===== src/design/n2a_pkg.sv =====
// ----------------------------------------------------------------------------
// n2a_pkg
// Shared types, format codes and the digit glyph table for the number to
// ASCII formatter.
// ----------------------------------------------------------------------------
package n2a_pkg;

	// Format selector codes
	localparam logic [1:0] FMT_HEX32 = 2'd0;
	localparam logic [1:0] FMT_HEX64 = 2'd1;
	localparam logic [1:0] FMT_DEC32 = 2'd2;

	localparam int unsigned VALUE_W  = 64;
	localparam int unsigned BIN_W    = 32;            // bits converted in decimal mode
	localparam int unsigned BCD_DIGS = 10;            // decimal digits of a 32-bit value
	localparam int unsigned BCD_W    = 4 * BCD_DIGS;
	localparam int unsigned CNT_W    = 5;             // holds digit counts up to 16
	localparam int unsigned BITC_W   = $clog2(BIN_W);

	localparam logic [CNT_W-1:0] HEX32_DIGS = CNT_W'(8);
	localparam logic [CNT_W-1:0] HEX64_DIGS = CNT_W'(16);
	localparam logic [CNT_W-1:0] DEC32_DIGS = CNT_W'(BCD_DIGS);

	typedef struct packed {
		logic [1:0]         req_type;
		logic [VALUE_W-1:0] value;
	} req_t;

	typedef struct packed {
		logic [7:0] character;
		logic       last;
	} res_t;

	// Controller -> datapath commands
	typedef struct packed {
		logic load_hex32;
		logic load_hex64;
		logic load_dec;
		logic dabble;     // one shift-add-3 step
		logic load_bcd;   // move BCD result into the output shifter
		logic shift;      // drop the top digit
	} cmd_t;

	// Datapath -> controller status
	typedef struct packed {
		logic bits_last;  // final dabble step this cycle
		logic cnt_last;   // one digit left
		logic top_zero;   // top digit is zero
	} status_t;

	function automatic logic [7:0] glyph(input logic [3:0] nib);
		logic [7:0] ch;
		unique case (nib)
			4'h0: ch = 8'h30;
			4'h1: ch = 8'h31;
			4'h2: ch = 8'h32;
			4'h3: ch = 8'h33;
			4'h4: ch = 8'h34;
			4'h5: ch = 8'h35;
			4'h6: ch = 8'h36;
			4'h7: ch = 8'h37;
			4'h8: ch = 8'h38;
			4'h9: ch = 8'h39;
			4'hA: ch = 8'h41;
			4'hB: ch = 8'h42;
			4'hC: ch = 8'h43;
			4'hD: ch = 8'h44;
			4'hE: ch = 8'h45;
			default: ch = 8'h46;
		endcase
		return ch;
	endfunction

endpackage


===== src/design/n2a_datapath.sv =====
// ----------------------------------------------------------------------------
// n2a_datapath
// Double-dabble binary to BCD converter and the digit output shifter.
// ----------------------------------------------------------------------------
module n2a_datapath (
	input  logic            clk,
	input  logic            arst_n,
	input  n2a_pkg::req_t   req,
	input  n2a_pkg::cmd_t   cmd,
	output n2a_pkg::status_t status,
	output n2a_pkg::res_t   result
);
	import n2a_pkg::*;

	logic [VALUE_W-1:0] sr_q;     // output digits, top nibble first
	logic [BIN_W-1:0]   bin_q;
	logic [BCD_W-1:0]   bcd_q;
	logic [CNT_W-1:0]   cnt_q;
	logic [BITC_W-1:0]  bitc_q;
	logic [BCD_W-1:0]   bcd_adj;

	// add 3 to every digit of 5 or more before the shift
	always_comb begin
		for (int d = 0; d < BCD_DIGS; d++) begin
			if (bcd_q[4*d +: 4] >= 4'd5)
				bcd_adj[4*d +: 4] = bcd_q[4*d +: 4] + 4'd3;
			else
				bcd_adj[4*d +: 4] = bcd_q[4*d +: 4];
		end
	end

	always_ff @(posedge clk) begin
		if (cmd.load_hex32)
			sr_q <= {req.value[BIN_W-1:0], {(VALUE_W-BIN_W){1'b0}}};
		else if (cmd.load_hex64)
			sr_q <= req.value;
		else if (cmd.load_bcd)
			sr_q <= {bcd_q, {(VALUE_W-BCD_W){1'b0}}};
		else if (cmd.shift)
			sr_q <= {sr_q[VALUE_W-5:0], 4'h0};

		if (cmd.load_dec) begin
			bin_q <= req.value[BIN_W-1:0];
			bcd_q <= '0;
		end else if (cmd.dabble) begin
			bin_q <= {bin_q[BIN_W-2:0], 1'b0};
			bcd_q <= {bcd_adj[BCD_W-2:0], bin_q[BIN_W-1]};
		end
	end

	always_ff @(posedge clk or negedge arst_n) begin
		if (!arst_n) begin
			cnt_q  <= '0;
			bitc_q <= '0;
		end else begin
			if (cmd.load_hex32)
				cnt_q <= HEX32_DIGS;
			else if (cmd.load_hex64)
				cnt_q <= HEX64_DIGS;
			else if (cmd.load_bcd)
				cnt_q <= DEC32_DIGS;
			else if (cmd.shift)
				cnt_q <= cnt_q - CNT_W'(1);

			if (cmd.load_dec)
				bitc_q <= '0;
			else if (cmd.dabble)
				bitc_q <= bitc_q + BITC_W'(1);
		end
	end

	assign status.bits_last = (bitc_q == BITC_W'(BIN_W-1));
	assign status.cnt_last  = (cnt_q == CNT_W'(1));
	assign status.top_zero  = (sr_q[VALUE_W-1 -: 4] == 4'h0);

	assign result.character = glyph(sr_q[VALUE_W-1 -: 4]);
	assign result.last      = status.cnt_last;

	// never shift out a digit that was not loaded
	a_shift_has_digit: assert property (@(posedge clk) disable iff (!arst_n)
		cmd.shift |-> cnt_q != '0)
		else $error("digit shift with empty digit count");

endmodule


===== src/design/n2a_ctrl.sv =====
// ----------------------------------------------------------------------------
// n2a_ctrl
// Sequencer: load, decimal conversion, leading-zero skip, digit emission.
// ----------------------------------------------------------------------------
module n2a_ctrl (
	input  logic             clk,
	input  logic             arst_n,
	input  logic             start,
	input  logic [1:0]       req_type,
	input  n2a_pkg::status_t status,
	output n2a_pkg::cmd_t    cmd,
	output logic             busy,
	output logic             strobe
);
	import n2a_pkg::*;

	typedef enum logic [4:0] {
		ST_IDLE   = 5'b00001,
		ST_DABBLE = 5'b00010,
		ST_LDBCD  = 5'b00100,
		ST_SKIP   = 5'b01000,
		ST_EMIT   = 5'b10000
	} state_t;

	state_t state_q, state_d;
	logic   accept;

	assign accept = start && (state_q == ST_IDLE);

	always_comb begin
		state_d = state_q;
		cmd     = '0;
		unique case (state_q)
			ST_IDLE: begin
				if (accept) begin
					priority if (req_type == FMT_HEX32) begin
						cmd.load_hex32 = 1'b1;
						state_d        = ST_EMIT;
					end else if (req_type == FMT_HEX64) begin
						cmd.load_hex64 = 1'b1;
						state_d        = ST_EMIT;
					end else if (req_type == FMT_DEC32) begin
						cmd.load_dec = 1'b1;
						state_d      = ST_DABBLE;
					end else begin
						state_d = ST_IDLE;   // unused selector: no output
					end
				end
			end
			ST_DABBLE: begin
				cmd.dabble = 1'b1;
				if (status.bits_last)
					state_d = ST_LDBCD;
			end
			ST_LDBCD: begin
				cmd.load_bcd = 1'b1;
				state_d      = ST_SKIP;
			end
			ST_SKIP: begin
				if (status.top_zero && !status.cnt_last)
					cmd.shift = 1'b1;
				else
					state_d = ST_EMIT;
			end
			ST_EMIT: begin
				cmd.shift = 1'b1;
				if (status.cnt_last)
					state_d = ST_IDLE;
			end
			default: state_d = ST_IDLE;
		endcase
	end

	always_ff @(posedge clk or negedge arst_n) begin
		if (!arst_n)
			state_q <= ST_IDLE;
		else
			state_q <= state_d;
	end

	assign busy   = (state_q != ST_IDLE);
	assign strobe = (state_q == ST_EMIT);

	a_start_busy: assert property (@(posedge clk) disable iff (!arst_n)
		(start && !busy && (req_type == FMT_HEX32 || req_type == FMT_HEX64 ||
			req_type == FMT_DEC32)) |=> busy)
		else $error("valid item accepted but block not busy");

	a_last_idle: assert property (@(posedge clk) disable iff (!arst_n)
		(strobe && status.cnt_last) |=> !busy)
		else $error("still busy after last character");

	a_emit_nonzero: assert property (@(posedge clk) disable iff (!arst_n)
		($rose(strobe) && $past(state_q == ST_SKIP)) |->
			(!status.top_zero || status.cnt_last))
		else $error("decimal output starts with a leading zero");

endmodule


===== src/design/number_to_ascii_formatter.sv =====
// ----------------------------------------------------------------------------
// number_to_ascii_formatter
// Formats one unsigned number as ASCII hex (32 or 64 bit) or decimal (32 bit).
// ----------------------------------------------------------------------------
// Pulse start while busy is low to hand in an item (req.req_type, req.value).
// The characters then come out most significant first, one per cycle, each
// marked by a one-cycle strobe; the final one has result.last set. There is
// no back-pressure: the receiver must take a character in the cycle it is
// shown. Hex32 gives 8 characters and hex64 gives 16, starting the cycle
// after start. Decimal runs a bit-serial double-dabble conversion (32
// steps, one bit a cycle), moves the BCD word into the output shifter,
// drops leading zeros one digit a cycle, then emits the digits. Selector
// 3 is accepted and produces nothing. busy drops the cycle after the last
// character, and a new item may start then.
// ----------------------------------------------------------------------------
module number_to_ascii_formatter (
	input  logic           clk,
	input  logic           arst_n,
	input  logic           start,
	output logic           busy,
	input  n2a_pkg::req_t  req,
	output logic           strobe,
	output n2a_pkg::res_t  result
);
	import n2a_pkg::*;

	cmd_t    cmd;
	status_t status;

	// controller: sequencing only
	n2a_ctrl u_ctrl (
		.clk      (clk),
		.arst_n   (arst_n),
		.start    (start),
		.req_type (req.req_type),
		.status   (status),
		.cmd      (cmd),
		.busy     (busy),
		.strobe   (strobe)
	);

	// datapath: BCD converter, digit shifter, counters
	n2a_datapath u_dp (
		.clk    (clk),
		.arst_n (arst_n),
		.req    (req),
		.cmd    (cmd),
		.status (status),
		.result (result)
	);

endmodule


===== config.mk =====
export PLATFORM = sky130hd
export DESIGN_NAME = number_to_ascii_formatter
export DESIGN_NICKNAME = d
export VERILOG_FILES = /design/src/design/n2a_pkg.sv /design/src/design/n2a_datapath.sv /design/src/design/n2a_ctrl.sv /design/src/design/number_to_ascii_formatter.sv
export SDC_FILE = /design/constraint.sdc
export NUM_CORES = 1
export LEC_CHECK = 0
export ABC_AREA = 0
export BUFFER_PORTS_ARGS = -buffer_cell sky130_fd_sc_hd__buf_2
export CAP_MARGIN = 20
export CORE_ASPECT_RATIO = 1.5
export CORE_MARGIN = 1
export CORE_UTILIZATION = 64
export DETAILED_ROUTE_END_ITERATION = 10
export PLACE_DENSITY = 0.85
export SETUP_SLACK_MARGIN = 0.3
export SKIP_LAST_GASP = 1
export SLEW_MARGIN = 20
export SYNTH_ARGS = -nofsm -noshare
export SYNTH_HDL_FRONTEND = slang
export SYNTH_SLANG_ARGS = --single-unit

===== constraint.sdc =====
create_clock -name clk -period 8 [get_ports clk]
set_clock_uncertainty 0.05 [all_clocks]
set_input_delay 1.2 -clock clk [delete_from_list [all_inputs] [get_ports clk]]
set_output_delay 1.2 -clock clk [all_outputs]
set_load 0.1 [all_outputs]

**Yosys cells after proc, flatten, opt, wreduce, memory -nomap -nowiden**

Memories as Yosys holds them, arrays and structs flattened. A register that Yosys moved wholly into a read port is not among the register bits.
Index checks and enable logic that the tools add are counted.

- Reduce and logical (&&, ||, !) cells: 9
- $add $sub $neg: 12
- Eq/ne operators: 14
- Magnitude comparators: 10
- Muxes and demuxes: 42

Operator list:

| cell | number |
|---|---|
| 2-to-1 mux 64 bit | 4 |
| 2-to-1 mux 32 bit | 2 |
| 2-to-1 mux 5 bit | 12 |
| >= comparator 4 x 3 -> 1 bit, second input constant | 10 |
| 2-to-1 mux 4 bit | 10 |
| adder 4 x 2 -> 4 bit, second input constant | 9 |
| one-hot mux 5 bit (5 select lines) | 1 |
| == test 5 x 1 -> 1 bit, second input constant | 2 |
| == test 5 bit, second input constant | 2 |
| 2-to-1 mux 3 bit | 3 |
| 2-to-1 mux 1 bit | 7 |
| adder 5 x 1 -> 5 bit, second input constant | 1 |
| == test 5 x 2 -> 1 bit, second input constant | 1 |
| == test 5 x 3 -> 1 bit, second input constant | 1 |
| == test 5 x 4 -> 1 bit, second input constant | 1 |
| inequality test 5 x 1 -> 1 bit, second input constant | 1 |
| subtractor 5 x 1 -> 5 bit, second input constant | 1 |
| zero test 4 bit | 1 |
| 2-to-1 mux 2 bit | 2 |
| inequality test 2 x 1 -> 1 bit, second input constant | 2 |
| inequality test 2 bit, second input constant | 2 |
| AND reduction 4 bit | 1 |
| nonzero test 4 bit | 1 |
| adder 3 x 2 -> 3 bit, second input constant | 1 |
| 8 further kinds | 9 |

- Word-level logic and storage cells: 95
- ROM bits: 112
- Register bits: 151
- Output and inout bits: 11
- Input bits: 69
- Memories kept: 1

Memory list:

| name | words | width | read ports | clocked after memory_dff | wr ports | line | source |
|---|---|---|---|---|---|---|---|
| (name not given) | 16 | 7 | 1 | 1 | 0 | n2a_pkg.sv:53 | `unique case (nib)` |

**Logic depth before layout (Yosys ltp)**

Gate-level depths: netlist of the first run.

- Depth in word-level cells: 10
- Depth in mapped cells: 12
- Mapped depth without buffers: 11

**Modules after synthesis**

Synthesis of the first run repeated with hierarchy kept, for this count alone.

- Cell total of the unflattened synthesis: 867
- Area total of the unflattened synthesis: 8,262.9 µm²

By module, submodules not included:

| module | cells an instance | sequential area each (µm²) | times used | area an instance (µm²) |
|---|---|---|---|---|
| n2a_datapath | 824 | 3,733.6 | 1 | 7,857.5 |
| n2a_ctrl | 43 | 126.4 | 1 | 405.4 |

**Worst setup path before layout of the first run**

No wires, ideal clock.

- Path type: flip-flop to flip-flop
- From: register u_ctrl.state_q[0]
- To: register u_dp.bin_q[0] (enable)
- Buffers on the path: 1
- Required time: 7.556 ns
- Period minus slack after synthesis: 3.561 ns
- Cell stages (with the launch flop): 6
- Path slack: 4.439 ns
- Library setup time: 0.394 ns
- Arrival time: 3.117 ns
- Path through: dfstp_2 -> nor2b_1 -> nand2_1 -> nor3_2 -> clkbuf_1 -> nand2b_1

- Cells in the longest elaborated chain, start to end: 5
- Elaborated cells on any way between the ends: 7
- Those cells by class: 2 x eq/ne; 3 x mux; 2 x reduce/logical

Ends and longest elaborated chain:

| element | line | source |
|---|---|---|
| start: declaration | n2a_ctrl.sv:25 | `state_t state_q, state_d;` |
| start signal: assignment | n2a_ctrl.sv:78 | `state_q <= state_d;` |
| == test 5 x 1 -> 1 bit | n2a_ctrl.sv:28, n2a_ctrl.sv:33 |  |
| logical AND 1 bit | n2a_ctrl.sv:28 | `assign accept = start && (state_q == ST_IDLE);` |
| 2-to-1 mux 3 bit | n2a_ctrl.sv:35 | `if (accept) begin` |
| 2-to-1 mux 3 bit | n2a_ctrl.sv:33 | `unique case (state_q)` |
| nonzero test 2 bit (no line) (*) | n/a |  |
| end signal: assignment | n2a_datapath.sv:43 | `bin_q <= req.value[BIN_W-1:0];` |
| end signal: assignment | n2a_datapath.sv:46 | `bin_q <= {bin_q[BIN_W-2:0], 1'b0};` |
| end: declaration | n2a_datapath.sv:16 | `logic [BIN_W-1:0] bin_q;` |

Every way passes the cells marked *; elsewhere a longest branch is shown, timed or not.
A chain may end at the register's enable or synchronous reset.

**Final worst setup path of the first run**

- From: register u_ctrl.state_q[1]
- To: output strobe

- Cells in the longest elaborated chain, start to end: 1

Ends and longest elaborated chain:

| element | line | source |
|---|---|---|
| == test 5 bit | n2a_ctrl.sv:82 | `assign strobe = (state_q == ST_EMIT);` |
| end: declaration | number_to_ascii_formatter.sv:22 | `output logic strobe,` |

Every way passes these cells.

==> results.toml, run 1 <==
[status]
status = "complete, no violations"

[clock_tree]
cts_buffer_depth = 2
post-cts-setup-buffer-count = 0
cts_hold_buf = 0
cts_root_buffer = "clkbuf_16"
cts_tree = "done"
cts_resized = 0
clk_latency_ns = 0.42
cts.sinks = 157
path_clk_slew_ns = 0.06
cts_buffers = 17
cts_htree_levels = 4

[sta]
hold_violations = 0
setup_viol = 0
setup_ws_ns = 4.61
finalCriticalPeriod_ns = 3.39
slew_violations = 0
rsz0062_at_grt = "false"
slew_headroom = 0.368
fin_crit_sh = 0.424
worst_pin_slew_ns = 0.948
max_freq_ghz = 0.295
tns_ns = 0
hold_slack_ns = 0.403

[yosys]
synth_ff_type = "dfxtp_1"
synth-seq-cells = 157
netlist_instances = 877
synth.top_cell.area_share = 0.238
yosys_warnings = 0
ys_top_cells_by_area = "edfxtp_1 (24%), dfxtp_1 (19%), a21oi_1 (7.8%)"
syn-num-nets = 972
synth_area_um2 = 8070
ys_seq_area_frac = 0.478
async_reset_ff_frac = 0.0955
synth_common_cells = "nand2_1 (133), a21oi_1 (126), dfxtp_1 (78)"
synth_top_cell_by_area = "edfxtp_1"
synth_cell_type_count = 55
synth.most_common_cell = "nand2_1"
syn_avg_cell_area_um2 = 9.21
synth_edf_count = 64

[global_route]
antenna_found_initial = 0
grt_pass1_wl_um = 32000
grt_overflow = 0
grtUsageTotal = 0.319
grt_pass1_vias = 6499
grt_start_max_net_pins = 96

[placed_design]
pre_cts_ws_ns = 4.34
io_buffer_count = 78
gp_congestion = 0.870
hpwl_um = 13100

[floorplanning]
start_util = 0.665
io_pins = 80
die-height_um = 140
coreArea_um2 = 12100
die_x_um = 93.7
fp.dieArea_um2 = 13100
num_rows = 49

[setup_path]
start_kind = "register"
path_class = "reg2out"
required_ns = 6.75
end_kind = "output port"
critPathMaxFanout = 6
arrival_ns = 2.14
reg2regPathDepth = 8

[layout]
area_delta_synth_final_pct = 12.9
drive_gt1_frac = 0.182
final_util = 0.751
ff_latch_area_um2 = 3860
multi_input_area_um2 = 3880
fillers = 838
fin_nets = 1015
diodes = 0

[drt]
dr_total_vias = 6875
drcViolationCount = 0
first_iter_violations = 796
viasPerCell = 6.33
firstDrtPassIters = 5
routedWlPerCell_um = 18.6
ant_nets = 0
wl_um = 20200

[power]
pwr-share-clk = 0.243
p_sw_frac = 0.390
seqPwrFrac = 0.402
power_density_nw_per_um2 = 380
p_sw_w = 0.00135
pwr-share-comb = 0.356
p_leak_nw = 3.63
ir_worst_vdd_v = 0.000160
intPower_w = 0.00211

[flow_run]
drv_cap = 0

[min_path]
min_path_type = "reg2reg"
min_path_cells = 2
stage by stage:
step,area [µm²],cells,power [W]
after global routing,9120,1086,0.00367
after global placement,8490,1053,0.00254
after CTS,9110,1086,0.00345
after floorplan,8070,877,0.00231
after detailed placement,8500,1054,0.00259
final,9120,1086,0.00346
flip-flops by register name, indices dropped and copies added, names as in the netlist:
| signal | cells |
|---|---|
| u_dp.sr_q | 64 |
| u_dp.bcd_q | 40 |
| u_dp.bin_q | 32 |
| u_dp.result | 6 |
| u_ctrl.state_q | 5 |
| u_dp.bitc_q | 5 |
| u_dp.cnt_q | 5 |
critical path: stages (launching register included):
cell and delay (ns):
dfrtp_1 0.41, nor2_1 0.23, nand3_1 0.25, inv_1 0.33
buf_2 0.49
cell type report:
cell class	instances	area share
well taps	153	0.0210
inverters	29	0.0119
flip-flops and latches	157	0.423
repair buffers	87	0.0511
multi-input cells	628	0.425
clock inverters	15	0.0206
clock buffers	17	0.0467
power groups by stage:
stage          Clock, W  Sequential (W)  Combinational, W
3_5_place_dp          0         0.00139           0.00120
4_1_cts        0.000844         0.00138           0.00123
5_1_grt        0.000874         0.00142           0.00137
3_3_place_gp          0         0.00138           0.00115
2_1_floorplan         0         0.00143          0.000874
6_report       0.000840         0.00139           0.00123
cell families after synthesis:
| logic type | count (synthesis) | synth area share |
|---|---|---|
| AO/OA/AOI/OAI | 255 | 0.185 |
| buffers and inverters | 92 | 0.0456 |
| AND/OR/NAND/NOR | 284 | 0.172 |
| adder cells (fa/ha/maj) | 26 | 0.0403 |
| flip-flops | 157 | 0.478 |
| multiplexers | 40 | 0.0547 |
| other | 1 | 0.000464 |
| XOR/XNOR | 22 | 0.0239 |
layer usage:
metal / track usage / part of all wire / vias to the layer above
met5: 0 / 0 / -
met4: 0.162 / 0.039 / 0
met3: 0.0617 / 0.065 / 71
met2: 0.515 / 0.50 / 330
met1: 0.403 / 0.40 / 3257
li1: - / - / 3217
cells in the final DEF, fill, tap and decap left out, types with 14 or more instances in the layout:
cell,n
o21ai_0,36
inv_1,29
edfxtp_1,64
a21oi_1,126
ha_1,26
buf_2,78
mux2_2,33
and3_1,23
nand2_1,133
nor2b_1,32
nand3_1,24
clkbuf_16,17
a211oi_1,29
nor2_1,35
a31oi_1,29
dfxtp_1,78
dfrtp_1,14
final timing paths:
kind                                     end              start  slack [ns]
max                                   strobe  u_ctrl.state_q[1]        4.61
min                             u_dp.sr_q[3]       u_dp.sr_q[3]        0.40
max reg2reg                   u_dp.result[1]  u_ctrl.state_q[0]        4.97
min reg2reg                     u_dp.sr_q[3]       u_dp.sr_q[3]        0.40
max in group asynchronous  u_ctrl.state_q[0]             arst_n        6.98
min in group asynchronous     u_dp.bitc_q[0]             arst_n        0.62
Note: power is estimated with default switching activity, not from simulation.
==> inputs of run 2 (changes only) <==
--- a/config.mk
+++ b/config.mk
@@ -10,9 +10,9 @@
 export CAP_MARGIN = 20
 export CORE_ASPECT_RATIO = 1.5
 export CORE_MARGIN = 1
-export CORE_UTILIZATION = 64
+export CORE_UTILIZATION = 54
 export DETAILED_ROUTE_END_ITERATION = 10
-export PLACE_DENSITY = 0.85
+export PLACE_DENSITY = 0.77
 export SETUP_SLACK_MARGIN = 0.3
 export SKIP_LAST_GASP = 1
 export SLEW_MARGIN = 20
==> constraint.sdc (replaced) <==
create_clock -name clk -period 2.85 [get_ports clk]
set_clock_uncertainty 0.05 [all_clocks]
set_input_delay 0.4275 -clock clk [delete_from_list [all_inputs] [get_ports clk]]
set_output_delay 0.4275 -clock clk [all_outputs]
set_load 0.1 [all_outputs]
==> results.toml, run 2 (same netlist as run 1, synthesis figures left out) <==
[status]
status = "complete, no violations"

[layout]
drive_gt1_frac = 0.210
fin_nets = 1034
largestRegisters = "u_dp.sr_q x64, u_dp.bcd_q x40, u_dp.bin_q x32"
mostFrequentLayoutCell = "nand2_1"
largest_register_ffs = 64
top_register = "u_dp.sr_q"
final_util = 0.649
fillers = 1228
diodes = 0
area_delta_synth_final_pct = 17.4
mostFrequentLayoutCells = "nand2_1 (132), a21oi_1 (125), buf_2 (78), dfxtp_1 (78), edfxtp_1 (64)"

[clock_tree]
cts_tree = "done"
path_clk_slew_ns = 0.07
cts_buffers = 17
cts_htree_levels = 4
clk_latency_ns = 0.43
cts.sinks = 157
cts_buffer_depth = 2
cts_root_buffer = "clkbuf_16"

[floorplanning]
fp.dieArea_um2 = 15500
io_pins = 80
die_x_um = 102
die-height_um = 152
coreArea_um2 = 14600
num_rows = 54
start_util = 0.553

[setup_path]
cpMostUsedCell = "inv_2"
critPathMaxFanout = 4
cpMaxStageDelayCell = "or4b_4"
required_ns = 3.12
end_kind = "register"
path_class = "reg2reg"
cp_cell_sequence = "inv_2 -> ha_4 -> or4b_4 -> and4_4 -> nor4_4 -> a21oi_2 -> o21bai_2 -> ha_1 -> inv_2 -> nor3b_2 -> a211o_1"
start_kind = "register"
cpPeakStageDelay_ns = 0.49
arrival_ns = 2.76

[drt]
routedWlPerCell_um = 17.3
dr_total_vias = 6769
drcViolationCount = 0
firstDrtPassIters = 5
ant_nets = 0
viasPerCell = 5.90
wl_um = 19900
first_iter_violations = 393

[global_route]
grt_overflow = 0
grt_pass1_vias = 6309
grtUsageTotal = 0.263
grt_start_max_net_pins = 110
antenna_found_initial = 0
grt_pass1_wl_um = 30800

[sta]
hold_slack_ns = 0.214
max_freq_ghz = 0.401
tns_ns = 0
hold_violations = 0
slew_headroom = 0.662
setup_viol = 0
rsz0062_at_grt = "true"
slew_violations = 0
fin_crit_sh = 0.875
worst_pin_slew_ns = 0.504
finalCriticalPeriod_ns = 2.50

[power]
ir_worst_vdd_v = 0.000838
p_leak_nw = 3.75
power_density_nw_per_um2 = 1050

[placed_design]
gp_congestion = 0.839
hpwl_um = 13100
io_buffer_count = 78

[min_path]
min_path_type = "in2reg"

[flow_run]
drv_cap = 0
run 2: changes by cell type in the layout (fill, tap and decap cells not counted), moves of 2 or more:
cell / before / now
inv_2: 0 / 2
inv_8: 1 / 4
clkinv_2: 2 / 0
nor4_1: 3 / 1
buf_12: 0 / 5
inv_1: 29 / 26
buf_4: 8 / 20
buf_6: 0 / 2
run 2: final timing paths:
check | startpoint | to | slack (ns) | cells past startpoint
worst max-delay path | u_dp.cnt_q[1] | u_dp.result[1] | 0.35 | 11
worst min-delay path | req[1] | u_dp.sr_q[1] | 0.21 | 3
worst max register to register | u_dp.cnt_q[1] | u_dp.result[1] | 0.35 | 11
worst min register to register | u_dp.sr_q[1] | u_dp.sr_q[1] | 0.40 | 2
max in group asynchronous | arst_n | u_ctrl.state_q[0] | 2.05 | 2
min in group asynchronous | arst_n | u_dp.cnt_q[0] | 0.39 | 2
run 2: final cells by class:
class / instances / area [µm²] / area share
clock buffer: 18 / 429 / 0.0453
timing repair buffer: 106 / 673 / 0.0710
inverter: 29 / 113 / 0.0119
multi-input combinational: 628 / 3980 / 0.420
tap: 196 / 245 / 0.0259
clock inverter: 14 / 174 / 0.0184
sequential: 157 / 3860 / 0.407
run 2: where the power goes:
group / total, W / switching (W) / internal, W / leakage, nW
Combinational: 0.00369 / 0.00227 / 0.00142 / 2.03
Sequential: 0.00388 / 0.000600 / 0.00327 / 1.43
Clock: 0.00234 / 0.00101 / 0.00133 / 0.294
run 2: worst max-delay path: cells and delay by family (launching register included):
family / cells / cell delay [ns]
fa+ha+maj: 2 / 0.38
simple gates: 4 / 0.93
compound gates: 3 / 0.48
flops: 1 / 0.39
buf+inv: 2 / 0.16
run 2: routing by layer:
layer / wire length [µm] / track usage / up-vias
met5: 0 / 0 / -
met4: 826 / 0.141 / 0
met3: 995 / 0.0518 / 54
met2: 10600 / 0.474 / 228
met1: 7510 / 0.288 / 3220
li1: - / - / 3267
run 2: metrics by stage:
stage                     instance area, µm²  setup WS, ns  power, W  std cells
final                                   9480         0.355   0.00991       1148
after detailed placement                8750         0.249   0.00740       1109
after global routing                    9480         0.268    0.0105       1148
after floorplan                         8130         0.243   0.00653        877
after CTS                               9390         0.308   0.00981       1145
after global placement                  8750         0.280   0.00728       1109
run 2: repair_timing:
action,4_1_cts,5_1_grt
resized for setup,2,10
endpoints found under the setup margin,2,11
cloned,0,0
setup buffers,3,3
pin swaps,2,4
hold endpoints to repair,14,0
hold buffers,1,0
